$ cat config.mk
export PLATFORM = sky130hd
export DESIGN_NAME = led_blade_ignite_effect
export DESIGN_NICKNAME = d
export VERILOG_FILES = /design/src/design/lbi_pkg.sv /design/src/design/lbi_div.sv /design/src/design/lbi_front.sv /design/src/design/lbi_back.sv /design/src/design/led_blade_ignite_effect.sv
export SDC_FILE = /design/constraint.sdc
export NUM_CORES = 2
export LEC_CHECK = 0
export ABC_AREA = 1
export BUFFER_PORTS_ARGS = -buffer_cell sky130_fd_sc_hd__clkbuf_2
export CAP_MARGIN = 5
export CORE_ASPECT_RATIO = 1.5
export CORE_UTILIZATION = 45
export CTS_BUF_LIST = sky130_fd_sc_hd__clkbuf_8
export DETAILED_ROUTE_END_ITERATION = 12
export GPL_ROUTABILITY_DRIVEN = 0
export GPL_TIMING_DRIVEN = 0
export SLEW_MARGIN = 25
export SYNTH_ARGS = -nofsm -noshare
export SYNTH_HDL_FRONTEND = slang
export SYNTH_SLANG_ARGS = --single-unit
$ cat constraint.sdc
create_clock -name clk -period 12.7 [get_ports clk]
set_input_delay 2.54 -clock clk [delete_from_list [all_inputs] [get_ports clk]]
set_output_delay 2.54 -clock clk [all_outputs]
set_load 0.02 [all_outputs]
$ cat src/design/lbi_pkg.sv
// Shared types, constants and color scaling functions for the LED blade ignite effect.
package lbi_pkg;

    localparam int MAX_LEDS    = 64;
    localparam int QUEUE_DEPTH = 2;

    typedef enum logic [1:0] {
        MODE_IDLE       = 2'd0,
        MODE_IGNITING   = 2'd1,
        MODE_STEADY     = 2'd2,
        MODE_RETRACTING = 2'd3
    } mode_t;

    typedef enum logic [1:0] {
        OP_TICK    = 2'd0,
        OP_IGNITE  = 2'd1,
        OP_RETRACT = 2'd2,
        OP_RENDER  = 2'd3
    } op_t;

    typedef enum logic [2:0] {
        REG_BLADE_COLOR      = 3'd0,
        REG_LED_COUNT        = 3'd1,
        REG_IGNITE_DURATION  = 3'd2,
        REG_RETRACT_DURATION = 3'd3,
        REG_TIP_DIM_LEVEL    = 3'd4,
        REG_PULSE_PERIOD     = 3'd5,
        REG_PULSE_LOW        = 3'd6,
        REG_PULSE_HIGH       = 3'd7
    } reg_index_t;

    typedef enum logic [3:0] {
        B_IDLE,
        B_PROG_WAIT,
        B_PHASE_WAIT,
        B_PULSE_MUL,
        B_PULSE_WAIT,
        B_PIX_START,
        B_GRAD_WAIT,
        B_SCALE1,
        B_SCALE2
    } back_state_t;

    // Effective configuration, with out-of-range values already folded.
    typedef struct packed {
        logic [23:0] color;
        logic [6:0]  len;
        logic [15:0] ign_dur;
        logic [15:0] ret_dur;
        logic [7:0]  tip;
        logic [15:0] period;
        logic [7:0]  plo;
        logic [7:0]  phi;
    } cfg_t;

    typedef struct packed {
        op_t         kind;
        logic [15:0] delta;
    } item_t;

    typedef struct packed {
        logic        start;
        logic [31:0] num;
        logic [15:0] den;
        logic [5:0]  steps;
    } div_req_t;

    typedef struct packed {
        logic        done;
        logic [31:0] quot;
        logic [15:0] rem;
    } div_rsp_t;

    // c * f / 255 rounded down; exact for every product below 65536.
    function automatic logic [7:0] scale8(input logic [7:0] c, input logic [7:0] f);
        logic [15:0] x;
        logic [16:0] y;
        x = c * f;
        y = {1'b0, x} + {9'd0, x[15:8]} + 17'd1;
        return y[15:8];
    endfunction

    function automatic logic [23:0] scale_rgb(input logic [23:0] rgb, input logic [7:0] f);
        return {scale8(rgb[23:16], f), scale8(rgb[15:8], f), scale8(rgb[7:0], f)};
    endfunction

endpackage

$ cat src/design/lbi_div.sv
// Serial restoring divider, one quotient bit per cycle.
module lbi_div (
    input  logic              clk,
    input  logic              rst_n,
    input  lbi_pkg::div_req_t req,
    output lbi_pkg::div_rsp_t rsp
);
    import lbi_pkg::*;

    logic [31:0] num_reg, num_next;
    logic [31:0] quot_reg, quot_next;
    logic [15:0] rem_reg, rem_next;
    logic [15:0] den_reg, den_next;
    logic [5:0]  cnt_reg, cnt_next;
    logic        busy_reg, busy_next;
    logic        done_reg, done_next;
    logic [16:0] trial;
    logic        ge;

    always_comb
    begin
        num_next  = num_reg;
        quot_next = quot_reg;
        rem_next  = rem_reg;
        den_next  = den_reg;
        cnt_next  = cnt_reg;
        busy_next = busy_reg;
        done_next = 1'b0;
        trial     = {rem_reg, num_reg[31]};
        ge        = trial >= {1'b0, den_reg};
        if (req.start)
        begin
            num_next  = req.num;
            den_next  = req.den;
            cnt_next  = req.steps;
            rem_next  = '0;
            quot_next = '0;
            busy_next = 1'b1;
        end
        else if (busy_reg)
        begin
            rem_next  = ge ? 16'(trial - {1'b0, den_reg}) : trial[15:0];
            quot_next = {quot_reg[30:0], ge};
            num_next  = {num_reg[30:0], 1'b0};
            cnt_next  = cnt_reg - 6'd1;
            if (cnt_reg == 6'd1)
            begin
                busy_next = 1'b0;
                done_next = 1'b1;
            end
        end
    end

    always_ff @(posedge clk or negedge rst_n)
    begin
        if (!rst_n)
        begin
            busy_reg <= 1'b0;
            done_reg <= 1'b0;
            cnt_reg  <= '0;
        end
        else
        begin
            busy_reg <= busy_next;
            done_reg <= done_next;
            cnt_reg  <= cnt_next;
        end
    end

    always_ff @(posedge clk)
    begin
        num_reg  <= num_next;
        quot_reg <= quot_next;
        rem_reg  <= rem_next;
        den_reg  <= den_next;
    end

    assign rsp.done = done_reg;
    assign rsp.quot = quot_reg;
    assign rsp.rem  = rem_reg;
endmodule

$ cat src/design/lbi_front.sv
// Input side: accepts words, classifies the operation and queues them for the back end.
module lbi_front (
    input  logic           clk,
    input  logic           rst_n,
    input  logic           in_valid,
    output logic           in_stall,
    input  logic [1:0]     operation,
    input  logic [15:0]    elapsed_ms,
    output logic           q_valid,
    output lbi_pkg::item_t q_item,
    input  logic           q_pop
);
    import lbi_pkg::*;

    item_t       mem_reg [QUEUE_DEPTH];
    logic        wp_reg, wp_next;
    logic        rp_reg, rp_next;
    logic [1:0]  cnt_reg, cnt_next;
    logic        push;
    item_t       item_in;

    assign in_stall = (cnt_reg == 2'(QUEUE_DEPTH));
    assign push     = in_valid && !in_stall;
    assign q_valid  = (cnt_reg != 2'd0);
    assign q_item   = mem_reg[rp_reg];

    always_comb
    begin
        item_in.kind  = op_t'(operation);
        item_in.delta = elapsed_ms;
        wp_next  = push ? !wp_reg : wp_reg;
        rp_next  = q_pop ? !rp_reg : rp_reg;
        cnt_next = cnt_reg + {1'b0, push} - {1'b0, q_pop};
    end

    always_ff @(posedge clk or negedge rst_n)
    begin
        if (!rst_n)
        begin
            wp_reg  <= 1'b0;
            rp_reg  <= 1'b0;
            cnt_reg <= '0;
        end
        else
        begin
            wp_reg  <= wp_next;
            rp_reg  <= rp_next;
            cnt_reg <= cnt_next;
        end
    end

    always_ff @(posedge clk)
    begin
        if (push)
        begin
            mem_reg[wp_reg] <= item_in;
        end
    end
endmodule

$ cat src/design/lbi_back.sv
// Execution side: mode and timer state, frame setup and the per-LED color sequencer.
module lbi_back (
    input  logic                clk,
    input  logic                rst_n,
    input  lbi_pkg::cfg_t       cfg,
    input  logic                q_valid,
    input  lbi_pkg::item_t      q_item,
    output logic                q_pop,
    output lbi_pkg::div_req_t   dreq,
    input  lbi_pkg::div_rsp_t   drsp,
    output logic                out_valid,
    input  logic                out_stall,
    output logic [5:0]          pixel_index,
    output logic [7:0]          red,
    output logic [7:0]          green,
    output logic [7:0]          blue,
    output logic [1:0]          blade_mode,
    output logic                last
);
    import lbi_pkg::*;

    back_state_t state_reg, state_next;
    mode_t       mode_reg, mode_next;
    logic [16:0] sweep_reg, sweep_next;
    logic [31:0] steady_reg, steady_next;
    logic [6:0]  n_reg, n_next;
    logic [6:0]  lit_reg, lit_next;
    logic [7:0]  frac_reg, frac_next;
    logic [7:0]  pulse_reg, pulse_next;
    logic [23:0] num_reg, num_next;
    logic        up_reg, up_next;
    logic [6:0]  idx_reg, idx_next;
    logic [7:0]  gq_reg, gq_next;
    logic [23:0] rgb_reg, rgb_next;
    logic        ov_reg, ov_next;
    logic [5:0]  opix_reg, opix_next;
    logic [23:0] ocol_reg, ocol_next;
    logic [1:0]  omode_reg, omode_next;
    logic        olast_reg, olast_next;

    logic [15:0] dur;
    logic [17:0] sum;
    logic [14:0] x;
    logic [14:0] gnum;
    logic [14:0] half;
    logic [7:0]  range;
    logic [15:0] phase;
    logic [23:0] pcol;
    logic        is_last;

    always_comb
    begin
        state_next  = state_reg;
        mode_next   = mode_reg;
        sweep_next  = sweep_reg;
        steady_next = steady_reg;
        n_next      = n_reg;
        lit_next    = lit_reg;
        frac_next   = frac_reg;
        pulse_next  = pulse_reg;
        num_next    = num_reg;
        up_next     = up_reg;
        idx_next    = idx_reg;
        gq_next     = gq_reg;
        rgb_next    = rgb_reg;
        ov_next     = ov_reg && out_stall;
        opix_next   = opix_reg;
        ocol_next   = ocol_reg;
        omode_next  = omode_reg;
        olast_next  = olast_reg;
        q_pop       = 1'b0;
        dreq        = '0;
        dur   = (mode_reg == MODE_IGNITING) ? cfg.ign_dur : cfg.ret_dur;
        sum   = {1'b0, sweep_reg} + {2'b0, q_item.delta};
        x     = '0;
        half  = cfg.period[15:1];
        range = cfg.phi - cfg.plo;
        phase = drsp.rem;
        gnum  = 15'((8'd255 - cfg.tip) * idx_reg);
        pcol  = '0;
        is_last = (idx_reg == n_reg - 7'd1);

        unique case (state_reg)
            B_IDLE:
            begin
                if (q_valid)
                begin
                    q_pop = 1'b1;
                    unique case (q_item.kind)
                        OP_TICK:
                        begin
                            if (mode_reg == MODE_IGNITING || mode_reg == MODE_RETRACTING)
                            begin
                                if (sum >= {2'b0, dur})
                                begin
                                    sweep_next = '0;
                                    if (mode_reg == MODE_IGNITING)
                                    begin
                                        steady_next = '0;
                                        mode_next   = MODE_STEADY;
                                    end
                                    else
                                    begin
                                        mode_next = MODE_IDLE;
                                    end
                                end
                                else
                                begin
                                    sweep_next = sum[16:0];
                                end
                            end
                            else if (mode_reg == MODE_STEADY)
                            begin
                                steady_next = steady_reg + {16'd0, q_item.delta};
                            end
                        end
                        OP_IGNITE:
                        begin
                            sweep_next  = '0;
                            steady_next = '0;
                            mode_next   = MODE_IGNITING;
                        end
                        OP_RETRACT:
                        begin
                            sweep_next = '0;
                            mode_next  = MODE_RETRACTING;
                        end
                        OP_RENDER:
                        begin
                            n_next   = cfg.len;
                            idx_next = '0;
                            state_next = B_PIX_START;
                            if (mode_reg == MODE_IGNITING || mode_reg == MODE_RETRACTING)
                            begin
                                if (sweep_reg >= {1'b0, dur})
                                begin
                                    // Sweep at or past its end: progress is full.
                                    lit_next  = (mode_reg == MODE_IGNITING) ? cfg.len : 7'd0;
                                    frac_next = '0;
                                end
                                else
                                begin
                                    dreq.start = 1'b1;
                                    dreq.num   = {sweep_reg[15:0], 16'd0};
                                    dreq.den   = dur;
                                    dreq.steps = 6'd24;
                                    state_next = B_PROG_WAIT;
                                end
                            end
                            else if (mode_reg == MODE_STEADY)
                            begin
                                dreq.start = 1'b1;
                                dreq.num   = steady_reg;
                                dreq.den   = cfg.period;
                                dreq.steps = 6'd32;
                                state_next = B_PHASE_WAIT;
                            end
                        end
                        default: ;
                    endcase
                end
            end
            B_PROG_WAIT:
            begin
                if (drsp.done)
                begin
                    x = 15'(drsp.quot[7:0] * n_reg);
                    frac_next = x[7:0];
                    lit_next  = (mode_reg == MODE_IGNITING) ? x[14:8] : n_reg - x[14:8];
                    state_next = B_PIX_START;
                end
            end
            B_PHASE_WAIT:
            begin
                if (drsp.done)
                begin
                    if (phase < {1'b0, half})
                    begin
                        num_next = range * phase;
                        up_next  = 1'b1;
                    end
                    else
                    begin
                        num_next = range * (phase - {1'b0, half});
                        up_next  = 1'b0;
                    end
                    state_next = B_PULSE_MUL;
                end
            end
            B_PULSE_MUL:
            begin
                dreq.start = 1'b1;
                dreq.num   = {num_reg, 8'd0};
                dreq.den   = {1'b0, half};
                dreq.steps = 6'd24;
                state_next = B_PULSE_WAIT;
            end
            B_PULSE_WAIT:
            begin
                if (drsp.done)
                begin
                    pulse_next = up_reg ? cfg.plo + drsp.quot[7:0] : cfg.phi - drsp.quot[7:0];
                    state_next = B_PIX_START;
                end
            end
            B_PIX_START:
            begin
                if (n_reg > 7'd1)
                begin
                    dreq.start = 1'b1;
                    dreq.num   = {gnum[13:0], 18'd0};
                    dreq.den   = {9'd0, n_reg - 7'd1};
                    dreq.steps = 6'd14;
                    state_next = B_GRAD_WAIT;
                end
                else
                begin
                    gq_next    = '0;
                    state_next = B_SCALE1;
                end
            end
            B_GRAD_WAIT:
            begin
                if (drsp.done)
                begin
                    gq_next    = drsp.quot[7:0];
                    state_next = B_SCALE1;
                end
            end
            B_SCALE1:
            begin
                rgb_next   = scale_rgb(cfg.color, 8'd255 - gq_reg);
                state_next = B_SCALE2;
            end
            B_SCALE2:
            begin
                unique case (mode_reg)
                    MODE_IGNITING:
                    begin
                        if (idx_reg < lit_reg)
                            pcol = rgb_reg;
                        else if (idx_reg == lit_reg && frac_reg != 8'd0)
                            pcol = scale_rgb(rgb_reg, frac_reg);
                    end
                    MODE_RETRACTING:
                    begin
                        if (idx_reg < lit_reg)
                        begin
                            pcol = rgb_reg;
                            if (idx_reg == lit_reg - 7'd1 && frac_reg != 8'd0)
                                pcol = scale_rgb(rgb_reg, 8'd255 - frac_reg);
                        end
                    end
                    MODE_STEADY:
                    begin
                        pcol = rgb_reg;
                        if (idx_reg == 7'd0 || is_last)
                            pcol = scale_rgb(rgb_reg, pulse_reg);
                    end
                    default: pcol = '0;
                endcase
                if (!ov_reg || !out_stall)
                begin
                    ov_next    = 1'b1;
                    opix_next  = idx_reg[5:0];
                    ocol_next  = pcol;
                    omode_next = mode_reg;
                    olast_next = is_last;
                    idx_next   = idx_reg + 7'd1;
                    state_next = is_last ? B_IDLE : B_PIX_START;
                end
            end
            default: state_next = B_IDLE;
        endcase
    end

    always_ff @(posedge clk or negedge rst_n)
    begin
        if (!rst_n)
        begin
            state_reg  <= B_IDLE;
            mode_reg   <= MODE_IDLE;
            sweep_reg  <= '0;
            steady_reg <= '0;
            ov_reg     <= 1'b0;
        end
        else
        begin
            state_reg  <= state_next;
            mode_reg   <= mode_next;
            sweep_reg  <= sweep_next;
            steady_reg <= steady_next;
            ov_reg     <= ov_next;
        end
    end

    always_ff @(posedge clk)
    begin
        n_reg     <= n_next;
        lit_reg   <= lit_next;
        frac_reg  <= frac_next;
        pulse_reg <= pulse_next;
        num_reg   <= num_next;
        up_reg    <= up_next;
        idx_reg   <= idx_next;
        gq_reg    <= gq_next;
        rgb_reg   <= rgb_next;
        opix_reg  <= opix_next;
        ocol_reg  <= ocol_next;
        omode_reg <= omode_next;
        olast_reg <= olast_next;
    end

    assign out_valid   = ov_reg;
    assign pixel_index = opix_reg;
    assign red         = ocol_reg[23:16];
    assign green       = ocol_reg[15:8];
    assign blue        = ocol_reg[7:0];
    assign blade_mode  = omode_reg;
    assign last        = olast_reg;
endmodule

$ cat src/design/led_blade_ignite_effect.sv
// Top level of the LED blade ignite effect: configuration registers, front end, back end, divider.
//
// Usage. Command words enter on the input channel (in_valid, in_stall, operation,
// elapsed_ms): tick, ignite, retract or render. A render produces one word per LED
// on the output channel (out_valid, out_stall, pixel_index, colors, blade_mode,
// last), base LED first, with last set on the tip LED. Ticks, ignites and
// retracts produce no output words.
// Operation. The front end takes a word whenever its two-entry queue
// has room, so words are taken while a render is still running. The back end runs
// one word at a time. A render first sets up the frame (a 32-step period
// remainder and a 24-step pulse division in steady mode, a 24-step progress
// division while sweeping) and then emits the LEDs one by one, each after a
// 14-step gradient division in the shared serial divider when the strip has
// more than one LED.
// Reset clears the mode to idle and both timers, and loads the register defaults.
// When the receiver stalls, the output word holds and the LED sequencer waits;
// the queue then fills and in_stall rises. Configuration is written through cfg_we,
// cfg_index and cfg_data; the user must do so only while idle (the block does not enforce it).
module led_blade_ignite_effect (
    input  logic        clk,
    input  logic        rst_n,
    input  logic        cfg_we,
    input  logic [2:0]  cfg_index,
    input  logic [23:0] cfg_data,
    input  logic        in_valid,
    output logic        in_stall,
    input  logic [1:0]  operation,
    input  logic [15:0] elapsed_ms,
    output logic        out_valid,
    input  logic        out_stall,
    output logic [5:0]  pixel_index,
    output logic [7:0]  red,
    output logic [7:0]  green,
    output logic [7:0]  blue,
    output logic [1:0]  blade_mode,
    output logic        last
);
    import lbi_pkg::*;

    logic [23:0] color_reg;
    logic [6:0]  count_reg;
    logic [15:0] ign_reg;
    logic [15:0] ret_reg;
    logic [7:0]  tip_reg;
    logic [15:0] period_reg;
    logic [7:0]  plo_reg;
    logic [7:0]  phi_reg;

    cfg_t     cfg;
    logic     q_valid;
    item_t    q_item;
    logic     q_pop;
    div_req_t dreq;
    div_rsp_t drsp;

    always_ff @(posedge clk or negedge rst_n)
    begin
        if (!rst_n)
        begin
            color_reg  <= 24'h0000FF;
            count_reg  <= 7'd64;
            ign_reg    <= 16'd1000;
            ret_reg    <= 16'd500;
            tip_reg    <= 8'd64;
            period_reg <= 16'd1000;
            plo_reg    <= 8'd128;
            phi_reg    <= 8'd255;
        end
        else if (cfg_we)
        begin
            unique case (reg_index_t'(cfg_index))
                REG_BLADE_COLOR:      color_reg  <= cfg_data;
                REG_LED_COUNT:        count_reg  <= cfg_data[6:0];
                REG_IGNITE_DURATION:  ign_reg    <= cfg_data[15:0];
                REG_RETRACT_DURATION: ret_reg    <= cfg_data[15:0];
                REG_TIP_DIM_LEVEL:    tip_reg    <= cfg_data[7:0];
                REG_PULSE_PERIOD:     period_reg <= cfg_data[15:0];
                REG_PULSE_LOW:        plo_reg    <= cfg_data[7:0];
                REG_PULSE_HIGH:       phi_reg    <= cfg_data[7:0];
                default: ;
            endcase
        end
    end

    // Fold the out-of-range register values: a zero LED count or duration acts
    // as one, a count above the strip maximum is clipped, and the pulse period
    // is at least two.
    always_comb
    begin
        cfg.color   = color_reg;
        cfg.len     = (count_reg == 7'd0) ? 7'd1 :
                      (count_reg > 7'(MAX_LEDS)) ? 7'(MAX_LEDS) : count_reg;
        cfg.ign_dur = (ign_reg == 16'd0) ? 16'd1 : ign_reg;
        cfg.ret_dur = (ret_reg == 16'd0) ? 16'd1 : ret_reg;
        cfg.tip     = tip_reg;
        cfg.period  = (period_reg < 16'd2) ? 16'd2 : period_reg;
        cfg.plo     = plo_reg;
        cfg.phi     = phi_reg;
    end

    lbi_front u_front (
        .clk        (clk),
        .rst_n      (rst_n),
        .in_valid   (in_valid),
        .in_stall   (in_stall),
        .operation  (operation),
        .elapsed_ms (elapsed_ms),
        .q_valid    (q_valid),
        .q_item     (q_item),
        .q_pop      (q_pop)
    );

    lbi_div u_div (
        .clk   (clk),
        .rst_n (rst_n),
        .req   (dreq),
        .rsp   (drsp)
    );

    lbi_back u_back (
        .clk         (clk),
        .rst_n       (rst_n),
        .cfg         (cfg),
        .q_valid     (q_valid),
        .q_item      (q_item),
        .q_pop       (q_pop),
        .dreq        (dreq),
        .drsp        (drsp),
        .out_valid   (out_valid),
        .out_stall   (out_stall),
        .pixel_index (pixel_index),
        .red         (red),
        .green       (green),
        .blue        (blue),
        .blade_mode  (blade_mode),
        .last        (last)
    );
endmodule
==> results.yml <==
outcome:
  outcome: "completed"
worst_hold_path:
  hold_path_depth: 2
  hold_path_end: "count_reg[5]"
  hp-start: "count_reg[5]"
  hold_path.class: "reg2reg"
logic_synthesis:
  yosysWarnings: 0
  synth_cells: 9184
  ys_seq_elements: 406
  syn_area_per_cell_um2: 7.28
  synth_fp_nets: 10719
  synth_mux_area_share_pct: 0.494
  synth_fa_ha_area_share_pct: 35.5
  synth_sequential_area_ratio_pct: 16.7
  synth_compound_area_share_pct: 7.25
  synth_xor_area_share_pct: 2.65
  synth_simple_gate_area_share_pct: 25.3
  yosysUniqueCellTypes: 76
  synth_top_family_by_area: "adder cells"
  syn_area_um2: 66800
timing:
  period_needed_ns: 7.98
  fin_skew_ns: 0.0589
  setup_tns_ns: 0
  period_share_pct: 62.8
  hold_viol_final: 0
  slew_headroom_pct: 20.8
  fmax_mhz: 125
  worstMarginPinSlew_ns: 1.15
  rsz0062_at_grt: "false"
  slew_viol_final: 0
  setup_violations: 0
clock_network:
  cts_resized: 0
  cts_inserted_buffers: 77
  path_clk_slew_ns: 0.06
  cts_sinks: 406
  cts_setup_buffers: 0
  cts_htree_levels: 3
  hold_buffers: 0
  ctsLongestPathBuffers: 3
  cts_tree: "yes"
  clock-root-buffer: "clkbuf_8"
  worstSkewPairLatency_ns: 0.76
floorplan:
  die_y_um: 474
  initial_core_util_pct: 45.5
  fp.dieW_um: 317
  coreArea_um2: 147000
  num_rows: 172
  design.die.area_um2: 150000
  pin_count: 85
critical_path:
  crit_top_cell: "nand2_1"
  max_stage_delay_ns: 0.60
  r2r_setup_slack_ns: 4.72
  criticalPathCategory: "reg2reg"
  cp.arrival_ns: 8.40
  rr_worst_depth: 29
  critPathRequiredTime_ns: 13.12
  worstSetupEndpointType: "flip-flop"
  path_max_fanout: 8
  cpMaxStageDelayCell: "fa_1"
  reg2reg_from: "period_reg[15]"
  r2r_end: "u_back.num_reg[21]"
  crit_path_start_kind: "flip-flop"
routing:
  drt.antenna.violating_nets: 0
  drt_pass1_iterations: 7
  vias: 60977
  routed_wirelength_mm: 225
  drtIter0Drc: 3967
  post-route-drc-count: 0
  drt-wirelength-per-cell_um: 19.8
  routed_via_density: 5.38
grt:
  grt_pass1_vias: 62390
  grt_pass1_wl_mm: 347
  antenna_found_initial: 3
  grt_max_degree: 84
  grt-ovfl-total: 0
  grt_usage_pct: 30.3
placed_design:
  numPortBuffers: 84
  dp_hpwl_mm: 188
cells_and_area:
  nets: 10893
  final_layout_size_suffix_gt1_share_pct: 4.86
  largest_reg_flops: 36
  syn_to_final_growth_pct: 7.06
  nFillCells: 14981
run:
  max-cap-violations: 0
[final cells by class]
| cell class | count | area, um2 | share of cell area [%] |
|---|---|---|---|
| multi-input cells | 6661 | 47600 | 66.6 |
| flip-flops and latches | 406 | 11100 | 15.6 |
| inverters | 1865 | 7000 | 9.79 |
| well taps | 1914 | 2390 | 3.35 |
| clock buffers | 83 | 1140 | 1.60 |
| plain buffers | 252 | 1140 | 1.59 |
| repair buffers | 95 | 608 | 0.850 |
| clock inverters | 61 | 478 | 0.668 |
| diodes | 4 | 10.0 | 0.0140 |
[cell usage in the layout (no fill, tap or decap), drive strengths merged, types with 20 or more instances in the layout]
cell type,count
nand2,2468
inv,1874
nor2,830
ha,799
fa,686
nand3,504
o21ai,376
clkbuf,355
a21oi,336
edfxtp,211
dfrtp,134
nand4,130
xor2,125
buf,75
xnor2,70
nor3,64
clkinv,41
dfstp,37
or2,34
dfxtp,24
nor4,23
o21bai,22
a31oi,20
[cells in the mapped netlist (all sizes together)]
cell type | count | share of area, %
nand2 | 2468 | 14
inv | 1846 | 10
nor2 | 830 | 4.8
ha | 799 | 15
fa | 686 | 21
nand3 | 504 | 3.9
o21ai | 376 | 2.8
a21oi | 336 | 2.5
edfxtp | 211 | 9.5
clkbuf | 188 | 1.1
dfrtp | 134 | 5.0
nand4 | 130 | 1.2
xor2 | 125 | 1.7
xnor2 | 70 | 0.93
buf | 64 | 0.63
nor3 | 64 | 0.50
dfstp | 37 | 1.5
or2 | 34 | 0.32
dfxtp | 24 | 0.72
nor4 | 23 | 0.23
o21bai | 22 | 0.26
a31oi | 20 | 0.19
clkinv | 19 | 0.11
a21o | 18 | 0.20
nand3b | 17 | 0.22
mux2 | 16 | 0.27
o211ai | 16 | 0.19
o221ai | 16 | 0.21
mux2i | 15 | 0.22
a211oi | 9 | 0.10
a221oi | 9 | 0.12
o22ai | 9 | 0.084
o21a | 8 | 0.090
o31ai | 8 | 0.090
a21boi | 7 | 0.084
a22oi | 7 | 0.079
a31o | 4 | 0.052
o2111ai | 4 | 0.052
a22o | 2 | 0.026
and3 | 2 | 0.026
nor3b | 2 | 0.022
o32ai | 2 | 0.026
and2 | 1 | 0.0094
and3b | 1 | 0.013
o211a | 1 | 0.015
[per-layer routing]
layer,up-vias,GRT usage (%),part of all wire (%)
met1,29049,31.3,35
met3,871,4.48,5.6
met4,0,27.0,11
met2,2083,53.0,49
li1,28974,-,-
met5,-,0,0
[per-stage QoR]
step	instances	utilization [%]	cell area [um2]	hold WS (ns)	setup WS [ns]
global placement	11182	47.4	69700	0.471	4.60
floorplan	9184	-	66800	0.445	6.46
detailed placement	11193	47.6	69900	0.476	4.91
global route	11339	48.7	71600	0.525	4.39
CTS	11337	48.7	71500	0.491	4.86
finish	11341	48.7	71600	0.490	4.72
[cell families (layout without fill, tap and decap cells)]
logic type / after synthesis / in the layout
buffers and inverters: 2117 / 2356
XOR/XNOR: 195 / 195
AO/OA/AOI/OAI: 874 / 874
multiplexers: 31 / 31
other: 0 / 4
flip-flops: 406 / 406
AND/OR/NAND/NOR: 4076 / 4076
adder cells (fa/ha/maj): 1485 / 1485
[worst max-delay path by stage]
stage | cells past startpoint | endpoint | startpoint | slack [ns]
after floorplan | 31 | u_back.num_reg[17] | period_reg[12] | 6.46
after global placement | 26 | u_back.num_reg[22] | phi_reg[0] | 4.60
after detailed placement | 25 | u_back.num_reg[22] | phi_reg[0] | 4.91
after CTS | 29 | u_back.num_reg[21] | period_reg[15] | 4.86
after global routing | 29 | u_back.num_reg[21] | period_reg[15] | 4.39
final | 29 | u_back.num_reg[21] | period_reg[15] | 4.72
[worst max-delay path: cells and delay by family (launching register included)]
family	cells	cell delay, ns
buffers and inverters	3	0.16
AND/OR/NAND/NOR	13	2.35
adder cells (fa/ha/maj)	7	2.95
flip-flops	1	0.51
XOR/XNOR	1	0.47
AO/OA/AOI/OAI	5	1.22
Power is left out: the tool's default activity adds up to more than one toggle a clock period on the data nets, which glitch-free logic cannot reach.
